### src/hw/rtl/vfsp_pkg.sv
// Shared constants and types for the video frame slice packetizer.
// No dependencies.
`default_nettype none

package vfsp_pkg;

    localparam int SLICE_PAYLOAD_BYTES = 1394;
    localparam int MAX_SLICES          = 255;
    localparam int LENGTH_BITS         = 24;
    localparam int SEQ_BITS            = 32;
    localparam int SLICE_OFS_BITS      = 16;
    localparam int COUNT_BITS          = 8;

    localparam int D_BITS      = $clog2(SLICE_PAYLOAD_BYTES + 1);
    localparam int X_BITS      = 8 + D_BITS;
    localparam int RECIP_SHIFT = 8 + 2 * D_BITS;
    localparam int RECIP_BITS  = RECIP_SHIFT - D_BITS + 2;
    localparam int PROD_BITS   = X_BITS + RECIP_BITS;
    localparam int CMP_BITS    = (LENGTH_BITS > X_BITS) ? LENGTH_BITS : X_BITS;

    localparam longint unsigned RECIP =
        ((64'd1 << RECIP_SHIFT) + 64'(SLICE_PAYLOAD_BYTES) - 64'd1) /
        64'(SLICE_PAYLOAD_BYTES);
    localparam longint unsigned CAP_LENGTH =
        64'(MAX_SLICES) * 64'(SLICE_PAYLOAD_BYTES);

    localparam int QUEUE_DEPTH     = 4;
    localparam int QUEUE_PTR_BITS  = $clog2(QUEUE_DEPTH);
    localparam int QUEUE_CNT_BITS  = $clog2(QUEUE_DEPTH + 1);

    typedef struct packed {
        logic [7:0]            data_byte;
        logic                  pend;
        logic                  hdr;
        logic [SEQ_BITS-1:0]   seq;
        logic [COUNT_BITS-1:0] index;
        logic [COUNT_BITS-1:0] total;
    } slice_item_t;

endpackage

`default_nettype wire

### src/hw/rtl/vfsp_queue.sv
// Short item queue between the classifier and the packet emitter.
// Depends on vfsp_pkg for the item type and depth.
`default_nettype none

module vfsp_queue (
    input  wire logic                 clk,
    input  wire logic                 rst_n,
    input  wire logic                 push,
    input  vfsp_pkg::slice_item_t     push_item,
    input  wire logic                 pop,
    output vfsp_pkg::slice_item_t     head,
    output logic                      full,
    output logic                      empty
);

    vfsp_pkg::slice_item_t mem [vfsp_pkg::QUEUE_DEPTH];

    logic [vfsp_pkg::QUEUE_PTR_BITS-1:0] wr_ptr_reg, wr_ptr_next;
    logic [vfsp_pkg::QUEUE_PTR_BITS-1:0] rd_ptr_reg, rd_ptr_next;
    logic [vfsp_pkg::QUEUE_CNT_BITS-1:0] count_reg, count_next;

    localparam logic [vfsp_pkg::QUEUE_PTR_BITS-1:0] LAST_PTR =
        vfsp_pkg::QUEUE_PTR_BITS'(vfsp_pkg::QUEUE_DEPTH - 1);
    localparam logic [vfsp_pkg::QUEUE_CNT_BITS-1:0] FULL_COUNT =
        vfsp_pkg::QUEUE_CNT_BITS'(vfsp_pkg::QUEUE_DEPTH);

    logic do_push;
    logic do_pop;

    assign full    = (count_reg == FULL_COUNT);
    assign empty   = (count_reg == '0);
    assign do_push = push && !full;
    assign do_pop  = pop && !empty;
    assign head    = mem[rd_ptr_reg];

    always_comb
    begin
        wr_ptr_next = wr_ptr_reg;
        rd_ptr_next = rd_ptr_reg;
        count_next  = count_reg;
        if (do_push)
        begin
            wr_ptr_next = (wr_ptr_reg == LAST_PTR) ? '0 : wr_ptr_reg + 1'b1;
        end
        if (do_pop)
        begin
            rd_ptr_next = (rd_ptr_reg == LAST_PTR) ? '0 : rd_ptr_reg + 1'b1;
        end
        if (do_push && !do_pop)
        begin
            count_next = count_reg + 1'b1;
        end
        else if (do_pop && !do_push)
        begin
            count_next = count_reg - 1'b1;
        end
    end

    always_ff @(posedge clk or negedge rst_n)
    begin
        if (!rst_n)
        begin
            wr_ptr_reg <= '0;
            rd_ptr_reg <= '0;
            count_reg  <= '0;
        end
        else
        begin
            wr_ptr_reg <= wr_ptr_next;
            rd_ptr_reg <= rd_ptr_next;
            count_reg  <= count_next;
        end
    end

    always_ff @(posedge clk)
    begin
        if (do_push)
        begin
            mem[wr_ptr_reg] <= push_item;
        end
    end

endmodule

`default_nettype wire

### src/hw/rtl/vfsp_front.sv
// Front end: accepts payload bytes, tracks frame and slice position, classifies each item.
// Depends on vfsp_pkg for constants and the queue item type.
`default_nettype none

module vfsp_front (
    input  wire logic                              clk,
    input  wire logic                              rst_n,
    input  wire logic                              in_valid,
    input  wire logic [7:0]                        data_byte,
    input  wire logic [vfsp_pkg::LENGTH_BITS-1:0]  frame_length,
    input  wire logic                              q_full,
    output logic                                   in_stall,
    output logic                                   push,
    output vfsp_pkg::slice_item_t                  push_item
);

    localparam int LB = vfsp_pkg::LENGTH_BITS;
    localparam int CB = vfsp_pkg::COUNT_BITS;
    localparam int SB = vfsp_pkg::SLICE_OFS_BITS;

    logic [vfsp_pkg::SEQ_BITS-1:0] seq_reg, seq_next;
    logic [LB-1:0]                 fbo_reg, fbo_next;
    logic [SB-1:0]                 sbo_reg, sbo_next;
    logic [CB-1:0]                 sidx_reg, sidx_next;
    logic [CB-1:0]                 stot_reg, stot_next;

    logic                               accept;
    logic                               first;
    logic                               last;
    logic                               emit;
    logic                               pend;
    logic [vfsp_pkg::CMP_BITS-1:0]      len_wide;
    logic [vfsp_pkg::X_BITS-1:0]        div_x;
    logic [vfsp_pkg::PROD_BITS-1:0]     div_prod;
    logic [CB-1:0]                      div_q;
    logic [CB-1:0]                      tot_eff;
    logic [CB-1:0]                      idx_eff;
    logic [SB-1:0]                      sbo_eff;

    assign in_stall = q_full;
    assign accept   = in_valid && !in_stall && (frame_length != '0);
    assign first    = (fbo_reg == '0);

    // Ceiling division by the slice payload size through a reciprocal multiply.
    assign len_wide = vfsp_pkg::CMP_BITS'(frame_length);
    assign div_x    = vfsp_pkg::X_BITS'(frame_length) +
                      vfsp_pkg::X_BITS'(vfsp_pkg::SLICE_PAYLOAD_BYTES - 1);
    assign div_prod = vfsp_pkg::PROD_BITS'(div_x) *
                      vfsp_pkg::PROD_BITS'(vfsp_pkg::RECIP);
    assign div_q    = CB'(div_prod >> vfsp_pkg::RECIP_SHIFT);

    always_comb
    begin
        if (len_wide > vfsp_pkg::CMP_BITS'(vfsp_pkg::CAP_LENGTH))
        begin
            tot_eff = CB'(vfsp_pkg::MAX_SLICES);
        end
        else if (first)
        begin
            tot_eff = div_q;
        end
        else
        begin
            tot_eff = stot_reg;
        end
        if (!first)
        begin
            tot_eff = stot_reg;
        end
    end

    assign idx_eff = first ? '0 : sidx_reg;
    assign sbo_eff = first ? '0 : sbo_reg;
    assign last    = ({1'b0, fbo_reg} + (LB + 1)'(1)) >= {1'b0, frame_length};
    assign emit    = (idx_eff < tot_eff);
    assign pend    = last ||
                     (({1'b0, sbo_eff} + (SB + 1)'(1)) >=
                      (SB + 1)'(vfsp_pkg::SLICE_PAYLOAD_BYTES));

    assign push                = accept && emit;
    assign push_item.data_byte = data_byte;
    assign push_item.pend      = pend;
    assign push_item.hdr       = (sbo_eff == '0);
    assign push_item.seq       = seq_reg;
    assign push_item.index     = idx_eff;
    assign push_item.total     = tot_eff;

    always_comb
    begin
        seq_next  = seq_reg;
        fbo_next  = fbo_reg;
        sbo_next  = sbo_reg;
        sidx_next = sidx_reg;
        stot_next = stot_reg;
        if (accept)
        begin
            stot_next = tot_eff;
            sidx_next = idx_eff;
            sbo_next  = sbo_eff;
            if (emit)
            begin
                if (pend)
                begin
                    sbo_next  = '0;
                    sidx_next = idx_eff + 1'b1;
                end
                else
                begin
                    sbo_next = sbo_eff + 1'b1;
                end
            end
            if (last)
            begin
                fbo_next  = '0;
                seq_next  = seq_reg + 1'b1;
                sbo_next  = '0;
                sidx_next = '0;
                stot_next = '0;
            end
            else
            begin
                fbo_next = fbo_reg + 1'b1;
            end
        end
    end

    always_ff @(posedge clk or negedge rst_n)
    begin
        if (!rst_n)
        begin
            seq_reg  <= '0;
            fbo_reg  <= '0;
            sbo_reg  <= '0;
            sidx_reg <= '0;
            stot_reg <= '0;
        end
        else
        begin
            seq_reg  <= seq_next;
            fbo_reg  <= fbo_next;
            sbo_reg  <= sbo_next;
            sidx_reg <= sidx_next;
            stot_reg <= stot_next;
        end
    end

endmodule

`default_nettype wire

### src/hw/rtl/vfsp_back.sv
// Back end: expands each queued item into an optional six-byte header and its payload byte.
// Depends on vfsp_pkg for the queue item type.
`default_nettype none

module vfsp_back (
    input  wire logic              clk,
    input  wire logic              rst_n,
    input  vfsp_pkg::slice_item_t  head,
    input  wire logic              empty,
    output logic                   pop,
    output logic                   out_valid,
    input  wire logic              out_stall,
    output logic [7:0]             out_byte,
    output logic                   packet_end,
    output logic                   run_last
);

    typedef enum logic [6:0] {
        PHASE_SEQ_3 = 7'b0000001,
        PHASE_SEQ_2 = 7'b0000010,
        PHASE_SEQ_1 = 7'b0000100,
        PHASE_SEQ_0 = 7'b0001000,
        PHASE_INDEX = 7'b0010000,
        PHASE_TOTAL = 7'b0100000,
        PHASE_DATA  = 7'b1000000
    } phase_t;

    phase_t     phase_reg, phase_next;
    phase_t     cur_phase;
    logic       taken;

    assign out_valid = !empty;
    assign taken     = out_valid && !out_stall;
    assign cur_phase = head.hdr ? phase_reg : PHASE_DATA;
    assign pop       = taken && (cur_phase == PHASE_DATA);
    assign run_last  = (cur_phase == PHASE_DATA);
    assign packet_end = (cur_phase == PHASE_DATA) && head.pend;

    always_comb
    begin
        case (cur_phase)
            PHASE_SEQ_3: out_byte = head.seq[31:24];
            PHASE_SEQ_2: out_byte = head.seq[23:16];
            PHASE_SEQ_1: out_byte = head.seq[15:8];
            PHASE_SEQ_0: out_byte = head.seq[7:0];
            PHASE_INDEX: out_byte = head.index;
            PHASE_TOTAL: out_byte = head.total;
            default:     out_byte = head.data_byte;
        endcase
    end

    always_comb
    begin
        phase_next = phase_reg;
        if (taken)
        begin
            case (cur_phase)
                PHASE_SEQ_3: phase_next = PHASE_SEQ_2;
                PHASE_SEQ_2: phase_next = PHASE_SEQ_1;
                PHASE_SEQ_1: phase_next = PHASE_SEQ_0;
                PHASE_SEQ_0: phase_next = PHASE_INDEX;
                PHASE_INDEX: phase_next = PHASE_TOTAL;
                PHASE_TOTAL: phase_next = PHASE_DATA;
                default:     phase_next = PHASE_SEQ_3;
            endcase
        end
    end

    always_ff @(posedge clk or negedge rst_n)
    begin
        if (!rst_n)
        begin
            phase_reg <= PHASE_SEQ_3;
        end
        else
        begin
            phase_reg <= phase_next;
        end
    end

endmodule

`default_nettype wire

### src/hw/rtl/video_frame_slice_packetizer_top.sv
// The first output byte of an item is shown in the cycle after the item is accepted
// when the queue is empty, later while earlier items still wait in the queue.
// Throughput: one input byte per cycle; the emitter sends one byte per cycle unless stalled,
// each slice start adds six header bytes, and the four-entry queue stalls input while full.
// Reset: rst_n clears the sequence number, frame and slice counters and the queue at once.
// Depends on vfsp_pkg, vfsp_front, vfsp_queue and vfsp_back.
`default_nettype none

module video_frame_slice_packetizer_top (
    input  wire logic                              clk,
    input  wire logic                              rst_n,
    input  wire logic                              frame_valid,
    output logic                                   frame_stall,
    input  wire logic [7:0]                        data_byte,
    input  wire logic [vfsp_pkg::LENGTH_BITS-1:0]  frame_length,
    output logic                                   packet_valid,
    input  wire logic                              packet_stall,
    output logic [7:0]                             out_byte,
    output logic                                   packet_end,
    output logic                                   run_last
);

    logic                  q_push;
    logic                  q_pop;
    logic                  q_full;
    logic                  q_empty;
    vfsp_pkg::slice_item_t push_item;
    vfsp_pkg::slice_item_t head;

    vfsp_front u_front (
        .clk          (clk),
        .rst_n        (rst_n),
        .in_valid     (frame_valid),
        .data_byte    (data_byte),
        .frame_length (frame_length),
        .q_full       (q_full),
        .in_stall     (frame_stall),
        .push         (q_push),
        .push_item    (push_item)
    );

    vfsp_queue u_queue (
        .clk       (clk),
        .rst_n     (rst_n),
        .push      (q_push),
        .push_item (push_item),
        .pop       (q_pop),
        .head      (head),
        .full      (q_full),
        .empty     (q_empty)
    );

    vfsp_back u_back (
        .clk        (clk),
        .rst_n      (rst_n),
        .head       (head),
        .empty      (q_empty),
        .pop        (q_pop),
        .out_valid  (packet_valid),
        .out_stall  (packet_stall),
        .out_byte   (out_byte),
        .packet_end (packet_end),
        .run_last   (run_last)
    );

endmodule

`default_nettype wire

### config.mk
export PLATFORM = sky130hd
export DESIGN_NAME = video_frame_slice_packetizer_top
export DESIGN_NICKNAME = d
export VERILOG_FILES = /design/src/hw/rtl/vfsp_pkg.sv /design/src/hw/rtl/vfsp_queue.sv /design/src/hw/rtl/vfsp_front.sv /design/src/hw/rtl/vfsp_back.sv /design/src/hw/rtl/video_frame_slice_packetizer_top.sv
export SDC_FILE = /design/constraint.sdc
export NUM_CORES = 1
export LEC_CHECK = 0
export BUFFER_PORTS_ARGS = -buffer_cell sky130_fd_sc_hd__buf_2
export CAP_MARGIN = 20
export CORE_MARGIN = 4
export CORE_UTILIZATION = 40
export CTS_CLUSTER_DIAMETER = 100
export DETAILED_ROUTE_END_ITERATION = 12
export HOLD_SLACK_MARGIN = 0.1
export SLEW_MARGIN = 0
export SYNTH_ARGS = -nofsm -noshare
export SYNTH_HDL_FRONTEND = slang
export SYNTH_HIERARCHICAL = 1
export SYNTH_SLANG_ARGS = --single-unit
### constraint.sdc
create_clock -name clk -period 11.5 [get_ports clk]
set_input_delay 0.575 -clock clk [delete_from_list [all_inputs] [get_ports clk]]
set_output_delay 0.575 -clock clk [all_outputs]
set_load 0.05 [all_outputs]
==> results.yml, run 1 <==
power_and_ir_drop:
  p_clk_share_pct: 16.9
  p_comb_share_pct: 57.3
  p_switching_uw: 3030
  p_sw_share_pct: 43.6
  p_seq_share_pct: 25.8
  p_per_area_nw_per_um2: 291
  intPower_uw: 3920
  ir_drop_uv: 191
  p_leak_uw: 0.0100
sta:
  fin_tns_setup_ns: 0
  hold_viol: 0
  holdWs_ns: 0.280
  fin_skew_ns: 0.0146
  rsz0062_at_grt: "no"
  slew-limit-headroom_pct: 31.0
  drv_slew: 0
  tightest_slew_ns: 1.02
  finalSetupViolCount: 0
  period_needed_ns: 10.18
  post-route-period-util_pct: 88.5
  fmax_mhz: 98.2
worst_setup_path:
  reg2reg_from: "u_front/fbo_reg[0]$_DFFE_PN0P_"
  critical-path-top-delay-family: "adder cells"
  max_stage_delay_ns: 0.57
  worstRegToRegCells: 17
  start_kind: "input pin"
  path_max_fanout: 6
  slowest_stage: "fa_1"
  rr_endpoint: "u_front/sbo_reg[8]$_DFFE_PN0P_"
  crit_buf_inv: 8
  critPathCaptureType: "flop"
  reg2reg_slack_ns: 5.97
  critPathArrivalTime_ns: 10.62
  worstPathRequired_ns: 11.94
  path_class: "input pin to flop"
global_route:
  antenna_found_initial: 1
  grt_usage_pct: 17.3
  overflow: 0
  grt_max_degree: 67
  grt_pass1_vias: 14400
  grt_pass1_wl_mm: 80.1
synth:
  postSynthCellCount: 1803
  synth_seq_area_share_pct: 43.9
  yosys_warnings: 6
  avgSynthCellArea_um2: 12.0
  syn-num-nets: 2122
  synth_flop_cell: "edfxtp_1"
  ys_async_sr_fraction_pct: 30.5
  synth_cell_type_count: 99
  synth_edf_count: 232
  ys_seq_elements: 334
  synth_area_um2: 21700
detailed_routing:
  vias: 13800
  drc_errors: 0
  drt-initial-drc-count: 987
  wl_per_cell_um: 19.3
  ant_nets: 0
  vias_per_cell: 5.38
  dr.pass1.iters: 5
  totalWireLength_mm: 49.6
die:
  die_w_um: 241
  die_h_um: 241
  core_um2: 53700
  pin_count: 48
  num_rows: 85
  die_area_um2: 58000
  start_util_pct: 40.4
worst_hold_path:
  hold_path.startpoint: "data_byte[7]"
  min_path_type: "input pin to flop"
  min_to: "u_queue/mem[1][57]$_DFFE_PP_"
  hold_depth: 1
cts:
  cts_tree: "yes"
  clock_path_buffers: 3
  cts_resized: 0
  cts_sinks: 334
  clockRootBuffer: "clkbuf_16"
  clk_pin_slew_worst_paths_ns: 0.06
  numCtsBuffers: 36
  clk_latency_ns: 0.51
  htree_levels: 2
placed_design:
  dpl.hpwl_mm: 36.1
  dp_cells: 2505
  place.gp.congestion: 0.890
  port_buffers: 47
cells_and_area:
  fin_nets: 2167
  num_antenna_cells: 0
  mostFrequentLayoutCell: "inv_1"
  syn2layout_area_growth_pct: 10.1
  instances_no_fill: 2571
  drive_gt1_share_pct: 13.0
  final_cell_mix: "inv_1 (280), edfxtp_1 (232), ha_1 (185), nand2_1 (117), dfrtp_1 (99)"
  largest_reg_flops: 232
outcome:
  status: "finished, final reports clean"
flow_run:
  cap_viol_max_count: 0
[per-stage QoR]
step / utilization, % / total power (µW) / instance area (µm²) / setup slack (ns)
after floorplan: - / 4740 / 21700 / 0.911
after global placement: 42.2 / 5760 / 22700 / 0.937
after detailed placement: 42.2 / 5800 / 22700 / 0.756
after CTS: 44.5 / 7030 / 23900 / 1.32
after global routing: 44.5 / 7600 / 23900 / 0.668
final: 44.5 / 6950 / 23900 / 1.32
[power groups by stage]
| stage | sequential, µW | combinational, µW | clock (µW) |
|---|---|---|---|
| 2_1_floorplan | 1710 | 3020 | 0 |
| 3_5_place_dp | 1820 | 3980 | 0 |
| 5_1_grt | 1820 | 4510 | 1260 |
| 3_3_place_gp | 1800 | 3960 | 0 |
| 4_1_cts | 1790 | 4030 | 1210 |
| 6_report | 1790 | 3980 | 1180 |
[cell usage after synthesis, drive strengths merged, types with 8 or more instances]
library cell	n	area, µm²
nor2	68	258
o21ai	52	268
nand3	49	255
a22o	15	131
a211oi	9	72.6
nor2b	13	88.8
a21oi	42	210
o22ai	9	56.3
o2111ai	12	111
o31ai	9	72.6
mux4	58	1310
o21a	13	97.6
nor4b	10	154
or2	12	75.1
nand4	28	181
xnor2	65	569
ha	185	2310
clkbuf	27	103
and2	24	153
o211ai	11	92.6
mux2	12	146
nor4	14	93.8
nand2b	8	50.1
nand2	117	439
inv	280	1050
xor2	28	245
nor3	25	135
a21o	8	60.1
and3	19	119
dfrtp	101	2530
or3	12	75.1
edfxtp	232	6970
buf	39	295
fa	98	1960
[what timing repair did]
| item | CTS | global route |
|---|---|---|
| setup buffers | 0 | 0 |
| hold endpoints to repair | 36 | 0 |
| hold buffers | 1 | 0 |
[layout make-up]
type                            count  area, µm²
Tap cell                          696        871
Clock buffer                       44        951
Fill cell                        4932      29800
Clock inverter                     21        254
Timing Repair Buffer               73        498
Multi-Input combinational cell   1122      10700
Inverter                          281       1050
Sequential cell                   334       9530
[per-layer routing]
layer / track usage (%) / part of all wire [%]
met1: 23.9 / 44
met2: 29.6 / 49
met3: 2.41 / 4.9
met4: 3.50 / 1.8
met5: 0 / 0.014
[kinds of logic (layout without fill, tap and decap cells)]
| family | after synthesis | in the layout | share of synthesized area [%] |
|---|---|---|---|
| fa+ha+maj | 283 | 283 | 19.7 |
| flops | 334 | 334 | 43.9 |
| buf+inv | 347 | 419 | 6.70 |
| simple gates | 422 | 422 | 10.5 |
| compound gates | 249 | 249 | 8.43 |
| xor+xnor | 94 | 94 | 3.86 |
| mux | 74 | 74 | 6.88 |
[worst reg2reg max path, cell delays in order, from the launching register on]
cell       delay, ns
dfrtp_1         0.50
ha_1            0.30
nand3_2         0.14
or2_1           0.28
or3_1           0.56
nor3_1          0.32
xnor2_1         0.21
ha_1            0.31
nand4_1         0.14
nor2_1          0.07
a2bb2oi_1       0.19
nand3_1         0.10
o221ai_1        0.43
o311a_4         0.47
and2_4          0.37
clkinv_1        0.41
a2111oi_0       0.55
a21o_1          0.13
[worst max-delay path by stage]
stage / slack, ns / cells after the start / to / from
after floorplan: 0.91 / 38 / u_queue/mem[0][0]$_DFFE_PP_ / frame_length[6]
after global placement: 0.94 / 39 / u_queue/mem[0][56]$_DFFE_PP_ / frame_length[6]
after detailed placement: 0.76 / 39 / u_queue/mem[0][55]$_DFFE_PP_ / frame_length[6]
after CTS: 1.32 / 39 / u_queue/mem[0][53]$_DFFE_PP_ / frame_length[6]
after global routing: 0.67 / 43 / u_queue/count_reg[2]$_DFFE_PN0P_ / frame_length[6]
final: 1.32 / 43 / u_queue/count_reg[2]$_DFFE_PN0P_ / frame_length[6]
Power figures use the tool's default switching activity.
==> inputs of run 2 (changes only) <==
- ABC_AREA: unset -> 1
==> run 2 against run 1 <==
  * Sequential share of layout area fell by 3.2 points
  * Worst hold slack worse by 0.033 ns
  * Die area is 9.9% higher
  * Non-clock buffer count is 10 lower
  * Register-to-register slack gained 0.07 ns
  * Critical path depth is 2 lower
  * Cell count up 37%
  * Worst setup slack improved by 0.47 ns
  * Largest cell class unchanged
==> results.yml, run 2 <==
outcome:
  status: "finished, final reports clean"
placed_design:
  place_area_um2: 24700
  dp_cells: 3455
  dpl.hpwl_mm: 42.5
  port_buffers: 47
  place.gp.congestion: 0.921
cells_and_area:
  final_cell_mix: "nand2_1 (636), inv_1 (560), edfxtp_1 (232), ha_1 (185), nand3_1 (161)"
  multiInputGateArea_um2: 11700
  mostFrequentLayoutCell: "nand2_1"
  final_area_um2: 26000
  syn2layout_area_growth_pct: 8.63
  drive_gt1_share_pct: 8.25
  num_antenna_cells: 0
  instances_no_fill: 3526
  seq_area_um2: 9530
  final_util_pct: 43.9
  fin_nets: 3043
  largest_reg_flops: 232
  num-fill-cells: 5740
global_route:
  antenna_found_initial: 0
  grt_max_degree: 88
  overflow: 0
  grt_pass1_wl_mm: 91.9
  grt_pass1_vias: 17400
  grt_usage_pct: 17.9
synth:
  synth_flop_cell: "edfxtp_1"
  synth_area_leaders: "edfxtp_1 (29%), dfrtp_1 (11%), nand2_1 (10%), ha_1 (9.7%), inv_1 (8.8%)"
  postSynthCellCount: 2698
  ys_seq_elements: 334
  synth_area_um2: 23900
  synth_top_family_by_area: "simple AND/OR/NAND/NOR gates"
  yosys.area.top_type_share_pct: 29.1
  synth_top_area_cell: "edfxtp_1"
  synth_compound_area_share_pct: 8.41
  synth_edf_count: 232
  synthTopCellsByCount: "nand2_1 (636), inv_1 (560), edfxtp_1 (232)"
  synth-simple-area-share_pct: 19.5
  synth_seq_area_share_pct: 39.8
  synth_cell_type_count: 51
  synth-xor-area-share_pct: 2.89
  syn-num-nets: 3017
  yosys_warnings: 6
  yosysMostFrequentCell: "nand2_1"
  synth.area.mux_share_pct: 0
  ys_async_sr_fraction_pct: 30.5
  avgSynthCellArea_um2: 8.87
  synthAdderAreaFrac_pct: 17.9
sta:
  tightest_slew_ns: 1.00
  finalSetupViolCount: 0
  slew-limit-headroom_pct: 33.2
  hold_viol: 0
  fmax_mhz: 103
  post-route-period-util_pct: 84.5
  fin_tns_setup_ns: 0
  drv_slew: 0
  fin_skew_ns: 0.0157
  rsz0062_at_grt: "no"
  period_needed_ns: 9.71
worst_setup_path:
  path_class: "input pin to flop"
  slowest_stage: "nor2_4"
  crit_buf_inv: 9
  reg2reg_from: "u_front/fbo_reg[0]$_DFFE_PN0P_"
  rr_endpoint: "u_queue/mem[0][31]$_DFFE_PP_"
  reg2reg_slack_ns: 6.04
  critPathCaptureType: "flop"
  critPathArrivalTime_ns: 9.92
  critical-path-top-delay-family: "adder cells"
  worstRegToRegCells: 19
  cpMostUsedCell: "nand2_1"
  start_kind: "input pin"
  max_stage_delay_ns: 0.66
  worstPathRequired_ns: 11.71
  path_max_fanout: 21
die:
  start_util_pct: 40.5
  die_w_um: 253
  die_h_um: 253
  num_rows: 89
  core_um2: 59100
  pin_count: 48
  die_area_um2: 63800
cts:
  cts_tree: "yes"
  clk_latency_ns: 0.56
  numCtsBuffers: 37
  cts_setup_buffers: 0
  cts_hold_buf: 1
  clock_path_buffers: 3
  clk_pin_slew_worst_paths_ns: 0.06
  clockRootBuffer: "clkbuf_16"
  cts_resized: 0
  cts_sinks: 334
  htree_levels: 2
detailed_routing:
  vias_per_cell: 4.99
  dr.pass1.iters: 5
  wl_per_cell_um: 16.2
  vias: 17600
  drc_errors: 0
  totalWireLength_mm: 57.2
  drt-initial-drc-count: 1022
  ant_nets: 0
flow_run:
  cap_viol_max_count: 0
worst_hold_path:
  hold_path.startpoint: "data_byte[0]"
  hold_depth: 1
  min_to: "u_queue/mem[3][50]$_DFFE_PP_"
  min_path_type: "input pin to flop"
power_and_ir_drop:
  total_power_uw: 8170
  p_per_area_nw_per_um2: 315
  ir_drop_uv: 234
  p_leak_uw: 0.0126
## run 2: cell count changes after synthesis, moves of 33 or more
cell | previous run | this run
nor2_1 | 67 | 151
inv_1 | 280 | 560
nand3_1 | 47 | 161
o211ai_1 | 9 | 58
mux4_2 | 58 | 0
nand2_1 | 117 | 636
xor2_1 | 28 | 61
xnor2_1 | 65 | 18
o211ai_2 | 2 | 59
## run 2: worst reg2reg max path, stage by stage (launching register included)
cell	delay, ns
dfrtp_1	0.44
inv_1	0.12
ha_1	0.22
nand4_1	0.14
nor2_1	0.10
nand3_1	0.36
a21oi_2	0.49
inv_1	0.12
a21oi_1	0.13
o21ai_0	0.10
nand2_1	0.13
ha_1	0.26
a21oi_1	0.15
nand2_1	0.10
nand2_1	0.09
nand2_1	0.35
nor2_1	0.34
nand2_1	0.34
nor2_4	0.66
buf_4	0.46
## run 2: how the worst max path moves through the flow
stage               cells past startpoint             from                           end
finish                                 41  frame_length[0]  u_queue/mem[0][31]$_DFFE_PP_
floorplan                              41  frame_length[0]   u_queue/mem[0][0]$_DFFE_PP_
global placement                       42  frame_length[0]  u_queue/mem[0][38]$_DFFE_PP_
global route                           41  frame_length[0]  u_queue/mem[2][31]$_DFFE_PP_
detailed placement                     41  frame_length[0]  u_queue/mem[0][38]$_DFFE_PP_
CTS                                    41  frame_length[0]  u_queue/mem[0][31]$_DFFE_PP_
## run 2: power breakdown
part	switching (µW)	internal, µW	total [µW]
combinational	3340	1650	4990
sequential	224	1730	1950
clock	483	751	1230
total	4040	4130	8170
## run 2: logic make-up after synthesis
family | after synthesis
XOR/XNOR | 79
flip-flops | 334
adder cells (fa/ha/maj) | 283
buffers and inverters | 650
AO/OA/AOI/OAI | 268
AND/OR/NAND/NOR | 1084
## run 2: per-layer routing
layer / part of all wire (%) / GRT usage [%] / vias up
met2: 46 / 29.4 / 381
met5: 0 / 0 / -
met1: 47 / 24.7 / 8367
met4: 2.4 / 4.77 / 0
li1: - / - / 8763
met3: 4.7 / 3.04 / 87
## run 2: layout make-up
type,instances,area share [%]
inverter,574,8.30
clock buffer,57,4.04
clock inverter,11,0.891
multi-input combinational,1714,45.0
timing repair buffer,63,1.41
sequential,334,36.7
tap,773,3.72
## run 2: through the flow
step | hold WS, ns | worst slack, ns
2_1_floorplan | 0.279 | 0.991
3_3_place_gp | 0.464 | 1.38
3_5_place_dp | 0.469 | 1.21
4_1_cts | 0.205 | 1.79
5_1_grt | 0.221 | 1.04
6_report | 0.246 | 1.79
==> inputs of run 3 (changes only) <==
- ABC_AREA: 1 -> 0
- clock period: 11.5 -> 9 ns (I/O delays scaled with it)
==> run 3 against run 2 <==
  * Global-route usage is 0.23 points lower
  * Sequential share of layout area up 1.7 points
  * Via count shrank 19%
  * Core utilization up 2.2 points
  * Wire length is 12% lower
  * Power rose by 18%
  * Clock power rose by 22%
  * Worst setup slack got worse by 1.4 ns
  * Register-to-register slack got worse by 2.6 ns
  * Sequential power up 16%
  * Flip-flop and latch count did not move
  * Largest cell class unchanged
==> results.yml, run 3 (synthesized netlist as in run 1, its figures left out) <==
outcome:
  status: "finished, final reports clean"
sta:
  hold_viol: 0
  period_needed_ns: 8.62
  setup_ws_ns: 0.379
  fin_skew_ns: 0.0212
  rsz0062_at_grt: "yes"
  post-route-period-util_pct: 95.8
  fin_tns_setup_ns: 0
  fmax_mhz: 116
  slew-limit-headroom_pct: 31.1
  tightest_slew_ns: 1.03
  finalSetupViolCount: 0
  drv_slew: 0
detailed_routing:
  wl_per_cell_um: 18.9
  drc_errors: 0
  dr.pass1.iters: 5
  vias_per_cell: 5.36
  totalWireLength_mm: 50.2
  drt-initial-drc-count: 883
  ant_nets: 0
  vias: 14300
worst_setup_path:
  max_stage_delay_ns: 0.55
  path_class: "input pin to flop"
  reg2reg_slack_ns: 3.47
  start_kind: "input pin"
  path_max_fanout: 3
  critPathCaptureType: "flop"
  cpMostUsedCell: "fa_1"
  rr_endpoint: "u_front/sidx_reg[1]$_DFFE_PN0P_"
  worstRegToRegCells: 17
  reg2reg_from: "u_front/fbo_reg[0]$_DFFE_PN0P_"
  slowest_stage: "fa_1"
  critPathArrivalTime_ns: 9.03
  worstPathRequired_ns: 9.41
  critical-path-top-delay-family: "adder cells"
  crit_buf_inv: 7
flow_run:
  cap_viol_max_count: 0
power_and_ir_drop:
  p_seq_share_pct: 23.6
  p_clk_share_pct: 15.6
  p_sw_share_pct: 42.4
  p_per_area_nw_per_um2: 388
  p_comb_share_pct: 60.8
  p_switching_uw: 4080
  intPower_uw: 5540
  ir_drop_uv: 266
  p_leak_uw: 0.0105
die:
  start_util_pct: 40.4
  core_um2: 53700
  pin_count: 48
  num_rows: 85
  die_h_um: 241
  die_w_um: 241
  die_area_um2: 58000
placed_design:
  place.gp.congestion: 0.912
  port_buffers: 47
  dp_cells: 2591
  dpl_worst_slack_ns: -0.292
  place_area_um2: 23500
  dpl.hpwl_mm: 37.3
global_route:
  grt_max_degree: 60
  grt_pass1_vias: 14900
  overflow: 0
  grt_usage_pct: 17.7
  grt_pass1_wl_mm: 81.6
  antenna_found_initial: 1
worst_hold_path:
  hold_depth: 1
  min_path_type: "input pin to flop"
  min_to: "u_queue/mem[3][57]$_DFFE_PP_"
  hold_path.startpoint: "data_byte[7]"
cts:
  clk_pin_slew_worst_paths_ns: 0.06
  clockRootBuffer: "clkbuf_16"
  cts_tree: "yes"
  numCtsBuffers: 36
  clock_path_buffers: 3
  htree_levels: 2
  cts_sinks: 334
  clk_latency_ns: 0.54
cells_and_area:
  syn2layout_area_growth_pct: 14.3
  num_antenna_cells: 0
  num-fill-cells: 4850
  mostFrequentLayoutCell: "inv_1"
  instances_no_fill: 2662
  final_cell_mix: "inv_1 (277), edfxtp_1 (232), ha_1 (181), nand2_1 (115), buf_4 (106)"
  largest_reg_flops: 232
  fin_nets: 2257
  final_area_um2: 24800
  drive_gt1_share_pct: 18.4
## run 3: cell types whose count changed in the layout (fill, tap and decap cells not counted), moves of 57 or more
cell,change
buf_4,+92
nand2_1,-521
nor2_1,-83
o211ai_2,-57
nand3_1,-117
mux4_2,+58
inv_1,-283
## run 3: cell type report
type | instances | area [µm²] | share of cell area, %
Inverter | 281 | 1050 | 4.25
Timing Repair Buffer | 163 | 1240 | 4.98
Tap cell | 696 | 871 | 3.51
Multi-Input combinational cell | 1122 | 10900 | 44.0
Clock buffer | 50 | 993 | 4.01
Sequential cell | 334 | 9530 | 38.4
Clock inverter | 16 | 209 | 0.842
## run 3: worst max-delay path by stage
stage | slack, ns | to | depth (start not counted) | start
4_1_cts | 0.21 | u_queue/count_reg[1]$_DFFE_PN0P_ | 38 | frame_length[0]
2_1_floorplan | 0.02 | u_queue/mem[3][0]$_DFFE_PP_ | 39 | frame_length[0]
5_1_grt | -0.05 | u_queue/count_reg[2]$_DFFE_PN0P_ | 42 | frame_length[4]
3_5_place_dp | -0.29 | u_queue/count_reg[1]$_DFFE_PN0P_ | 38 | frame_length[0]
3_3_place_gp | -0.13 | u_queue/count_reg[1]$_DFFE_PN0P_ | 40 | frame_length[6]
6_report | 0.38 | u_queue/count_reg[1]$_DFFE_PN0P_ | 40 | frame_length[4]
## run 3: per-stage QoR
stage                     util, %  power, µW  hold slack (ns)
after detailed placement     43.8       8080            0.473
after CTS                    46.0       9650            0.115
after global routing         46.2      10600            0.125
after global placement       43.8       8000            0.457
final                        46.2       9620            0.139
after floorplan                 -       6140            0.154
## run 3: worst reg2reg max path, stage by stage, from the launching register on
cell and delay [ns]:
dfrtp_1 0.46, ha_1 0.28, nand3_2 0.16, or2_1 0.29
or3_1 0.56, nor3_1 0.30, xnor2_1 0.22, ha_1 0.32
nand4_1 0.15, nor2_1 0.07, a2bb2oi_1 0.20, nand3_1 0.10
o221ai_1 0.46, o311ai_4 0.34, buf_4 0.32, nor2_1 0.81
and4_1 0.30, a221o_1 0.11
## run 3: per-layer routing
| metal | vias up | global-route usage [%] | part of all wire [%] |
|---|---|---|---|
| met3 | 84 | 2.46 | 4.8 |
| met2 | 328 | 31.0 | 50 |
| met4 | 2 | 4.29 | 2.5 |
| met5 | - | 0 | 0.014 |
| met1 | 7169 | 23.5 | 43 |
| li1 | 6697 | - | - |
## run 3: what timing repair did
action                                  in CTS  in global routing
hold buffers                                 1                  0
resized for setup                            0                 15
endpoints found under the setup margin       0                172
hold endpoints to repair                    58                  0
buffers inserted                             0                  4
## run 3: power by group through the flow
stage	Clock, µW	Combinational [µW]	Sequential [µW]
final	1500	5850	2270
after detailed placement	0	5780	2310
after floorplan	0	3960	2180
after global placement	0	5720	2280
after global routing	1610	6660	2310
after CTS	1540	5830	2280
